$ cat src/qare_pkg.sv
// ----------------------------------------------------------------------------
// qare_pkg
// Shared types and constants of the quaternion angular-rate estimator.
// ----------------------------------------------------------------------------
`default_nettype none

package qare_pkg;

   // Frame counter and stencil geometry.
   localparam int FRAME_INDEX_BITS   = 16;
   localparam int STENCIL_HALF_WIDTH = 2;
   localparam int WIN                = 2 * STENCIL_HALF_WIDTH + 1;
   localparam int CENTER_TAP         = STENCIL_HALF_WIDTH;
   localparam int COMP_N             = 4;

   // Fixed-point widths.
   localparam int QUAT_W = 16;
   localparam int RATE_W = 32;
   localparam int QDD_W  = 44;
   localparam int OUT_W  = 32;
   localparam int CSR_W  = 16;

   // Shared multiply-accumulate unit.
   localparam int MAC_A_W    = 44;
   localparam int MAC_B_W    = 21;
   localparam int MAC_PROD_W = MAC_A_W + MAC_B_W;
   localparam int ACC_W      = 64;

   localparam logic [CSR_W-1:0] RATE_OVER_TWELVE_RESET = 16'd2560;

   typedef struct packed {
      logic signed [QUAT_W-1:0] quat_w;
      logic signed [QUAT_W-1:0] quat_x;
      logic signed [QUAT_W-1:0] quat_y;
      logic signed [QUAT_W-1:0] quat_z;
      logic                     last_frame;
   } req_payload_type;

   typedef struct packed {
      logic [FRAME_INDEX_BITS-1:0] frame_index;
      logic signed [OUT_W-1:0]     ang_vel_x;
      logic signed [OUT_W-1:0]     ang_vel_y;
      logic signed [OUT_W-1:0]     ang_vel_z;
      logic signed [OUT_W-1:0]     ang_acc_x;
      logic signed [OUT_W-1:0]     ang_acc_y;
      logic signed [OUT_W-1:0]     ang_acc_z;
      logic                        last_result;
   } rsp_payload_type;

   // Control that travels with one product through the MAC unit.
   typedef struct packed {
      logic       valid;
      logic       first;
      logic       last;
      logic [1:0] tag;
   } mac_op_type;

   // Completion of one four-term sum.
   typedef struct packed {
      logic       valid;
      logic [1:0] tag;
   } mac_done_type;

endpackage

`default_nettype wire

$ cat src/qare_mac.sv
// ----------------------------------------------------------------------------
// qare_mac
// Shared two-stage multiply-accumulate unit: a registered product, then a
// registered accumulator that restarts on the first term of each sum.
// ----------------------------------------------------------------------------
`default_nettype none

module qare_mac
   import qare_pkg::*;
(
   input  wire logic                      clock,
   input  wire logic                      reset,
   input  wire mac_op_type                op,
   input  wire logic signed [MAC_A_W-1:0] op_a,
   input  wire logic signed [MAC_B_W-1:0] op_b,
   output mac_done_type                   done,
   output logic signed [ACC_W-1:0]        sum
);

   logic signed [MAC_PROD_W-1:0] prod_full;
   logic signed [ACC_W-1:0]      prod_ff;
   logic signed [ACC_W-1:0]      prod_in;
   logic signed [ACC_W-1:0]      acc_ff;
   logic signed [ACC_W-1:0]      acc_in;
   mac_op_type                   p_ctl_ff;
   mac_done_type                 done_ff;

   // Full product; every sum used here stays well inside the accumulator.
   assign prod_full = MAC_PROD_W'(op_a) * MAC_PROD_W'(op_b);
   assign prod_in   = prod_full[ACC_W-1:0];
   assign acc_in    = p_ctl_ff.first ? prod_ff : acc_ff + prod_ff;

   // Control pipeline.
   always_ff @(posedge clock) begin
      if (reset) begin
         p_ctl_ff <= '0;
         done_ff  <= '0;
      end else begin
         p_ctl_ff      <= op;
         done_ff.valid <= p_ctl_ff.valid && p_ctl_ff.last;
         done_ff.tag   <= p_ctl_ff.tag;
      end
   end

   // Data pipeline.
   always_ff @(posedge clock) begin
      if (op.valid) begin
         prod_ff <= prod_in;
      end
      if (p_ctl_ff.valid) begin
         acc_ff <= acc_in;
      end
   end

   assign done = done_ff;
   assign sum  = acc_ff;

endmodule

`default_nettype wire

$ cat config.mk
export PLATFORM = sky130hd
export DESIGN_NAME = qare_mac
export DESIGN_NICKNAME = d
export VERILOG_FILES = /design/src/qare_pkg.sv /design/src/qare_mac.sv
export SDC_FILE = /design/constraint.sdc
export NUM_CORES = 2
export LEC_CHECK = 0
export BUFFER_PORTS_ARGS = -buffer_cell sky130_fd_sc_hd__buf_4
export CORE_UTILIZATION = 39
export DETAILED_ROUTE_END_ITERATION = 10
export PLACE_DENSITY = 0.53
export SETUP_SLACK_MARGIN = 0.4
export SYNTH_ARGS = -nofsm -noshare
export SYNTH_HDL_FRONTEND = slang
export SYNTH_SLANG_ARGS = --single-unit
$ cat constraint.sdc
create_clock -name clock -period 13.4 [get_ports clock]
set_clock_uncertainty 0.15 [all_clocks]
set_input_delay 0.67 -clock clock [delete_from_list [all_inputs] [get_ports clock]]
set_output_delay 0.67 -clock clock [all_outputs]
set_load 0.02 [all_outputs]
==> impl_metrics.tcl <==
set metrics [dict create \
    synth.mux.area_fraction_pct 0.1181 \
    cts_made_buffers 17 \
    fin_nets 5448 \
    synth_adder_area_share_pct 52.39 \
    synth-warning-count 0 \
    cts_hold_buf 0 \
    clock_latency_ns 0.44 \
    arrival_ns 8.21 \
    drt_pass1_iterations 5 \
    vias 27870 \
    grt_pass1_wl_um 171000 \
    reg2reg_from "sum[0]" \
    post-place-ws_ns 4.812 \
    start_util_pct 39.61 \
    drc 0 \
    worstPathRequired_ns 13.43 \
    crit_path_end_kind "flop" \
    setup_viol 0 \
    synthSimpleGateAreaFrac_pct 14.53 \
    crit_fanout 24 \
    slowest_delay_ns 0.54 \
    finalWorstPathRequiredPeriod_ns 8.177 \
    drive_above_1_share_pct 4.602 \
    die_h_um 319.1 \
    grt-ovfl-total 0 \
    tns_ns 0 \
    ctsLongestPathBuffers 2 \
    cts_tree "yes" \
    io_pins 139 \
    startpoint_type "primary input" \
    antenna_found_initial 2 \
    htree_levels 4 \
    reg2reg_slack_ns 8.84 \
    die-area_sq_um 101800 \
    fmax_mhz 122.3 \
    syn_nets 5529 \
    hold_path.class "reg2reg" \
    clk_pin_slew_ns 0.07 \
    dp_hpwl_um 86850 \
    timing.final.ws_setup_ns 5.223 \
    root_buffer "clkbuf_16" \
    yosys.area.top_type "fa_1" \
    status "complete, no violations" \
    routed_via_density 5.005 \
    min_path_cells 2 \
    synth_area_leaders "fa_1, edfxtp_1, inv_1" \
    syn-instance-count 4349 \
    avgSynthCellArea_sq_um 9.016 \
    cts_resized 0 \
    worstMarginPinSlew_ns 0.8920 \
    worstHoldStart "p_ctl_ff[2]" \
    first_iter_violations 1712 \
    synth_area_sq_um 39210 \
    synth_most_common_cell "inv_1" \
    slew_headroom_pct 40.53 \
    postRouteAntennaNets 0 \
    synth_xor_area_share_pct 2.904 \
    synthArstFlopShare_pct 0 \
    synth_top_area_share_pct 45.44 \
    rr_worst_depth 13 \
    finalCritPeriodShare_pct 61.02 \
    synth_seq_area_share_pct 10.21 \
    synth_edf_count 128 \
    gp_congestion 0.8756 \
    synth_compound_area_share_pct 7.932 \
    std_cell_rows 115 \
    r2r_end "sum[52]" \
    area_growth_pct 6.021 \
    synth-main-ff-cell "edfxtp_1" \
    holdPathEnd "done[2]" \
    rsz0062_at_grt "no" \
    grt_pass1_vias 29410 \
    max_cap_viol_count 0 \
    grt_start_max_net_pins 101 \
    die_x_um 319.1 \
    worst-setup-path-type "in2reg" \
    port-buffer-count 138 \
    core_sq_um 98990 \
    fillers 9918 \
    synth_top_family_by_area "adder cells" \
    cp_slowest_cell "fa_1" \
    grt_usage_pct 21.59 \
    cts_setup_buffers 0 \
    synthTopCellsByCount "inv_1, fa_1, nand2_1" \
    area.sequential_sq_um 4009 \
    wire_per_inst_um 19.06 \
    hold_violations 0 \
    synth-seq-cells 136 \
    cts_sinks 136 \
    drv_slew 0 \
    timing.critical_path.mode_cell "fa_1" \
    multi_input_comb_area_sq_um 30540 \
    synth_cell_types 75 \
    wl_um 106100 \
]
## stage by stage
step	instances	instance area, sq um	utilization [%]	hold slack, ns
after CTS	5568	41570	41.99	0.2746
final	5569	41570	42.00	0.2700
after global placement	5536	40980	41.40	0.2623
after floorplan	4349	39210	-	0.2452
after detailed placement	5536	40980	41.40	0.2574
after global routing	5568	41570	41.99	0.2908
## cells by family after synthesis
kind of cell,Yosys count
compound gates,483
xor+xnor,130
fa+ha+maj,1108
buf+inv,1243
flops,136
mux,4
simple gates,1245
## cell type report
class / instances / area share (%)
inverters: 1001 / 9.038
clock inverters: 15 / 0.4003
diodes: 1 / 0.006019
well taps: 1287 / 3.873
clock buffers: 17 / 1.023
repair buffers: 142 / 2.564
flip-flops and latches: 136 / 9.643
multi-input cells: 2970 / 73.45
## how the worst max path moves through the flow
stage                   from          end  slack, ns  cells past startpoint
CTS                 op_b[12]  prod_ff[63]       5.25                     27
finish              op_b[12]  prod_ff[63]       5.22                     27
global route        op_b[12]  prod_ff[63]       4.85                     27
global placement    op_b[12]  prod_ff[63]       4.86                     27
detailed placement  op_b[12]  prod_ff[63]       4.81                     27
floorplan            op_b[6]  prod_ff[63]       5.83                     26
## critical path: cells and delay by family
kind                     cells  cell delay, ns
buffers and inverters        7            0.88
adder cells (fa/ha/maj)      8            3.83
XOR/XNOR                     1            0.08
AND/OR/NAND/NOR              4            0.60
AO/OA/AOI/OAI                7            2.08
## cell usage in the layout, fill, tap and decap left out, types with 9 or more instances in the layout
master     count
inv_1       1000
fa_1         890
nand2_1      742
and2_1       285
ha_1         218
a21oi_1      143
buf_4        142
edfxtp_1     128
o21ai_0      120
a21o_1        87
nor2_1        86
xnor2_1       81
xor2_1        49
nand2b_1      24
nand3_1       22
nand4_1       21
nor2b_1       21
o21bai_1      20
a31oi_1       17
clkbuf_16     17
o21a_1        16
nor3_1        15
o211ai_1       9
## per-layer routing
metal	global-route usage [%]	share of wire, %	vias up
met5	0	0	-
met4	3.515	1.3	0
met3	4.026	7.3	62
met2	31.57	42	785
met1	33.41	49	14240
li1	-	-	12790
## flip-flops by register name (all words and copies together), names as in the netlist
name,count
prod_ff,64
done,3
sum,64
p_ctl_ff,5
Power is left out: the tool's default activity adds up to more than one toggle a clock period on the data nets, which glitch-free logic cannot reach.
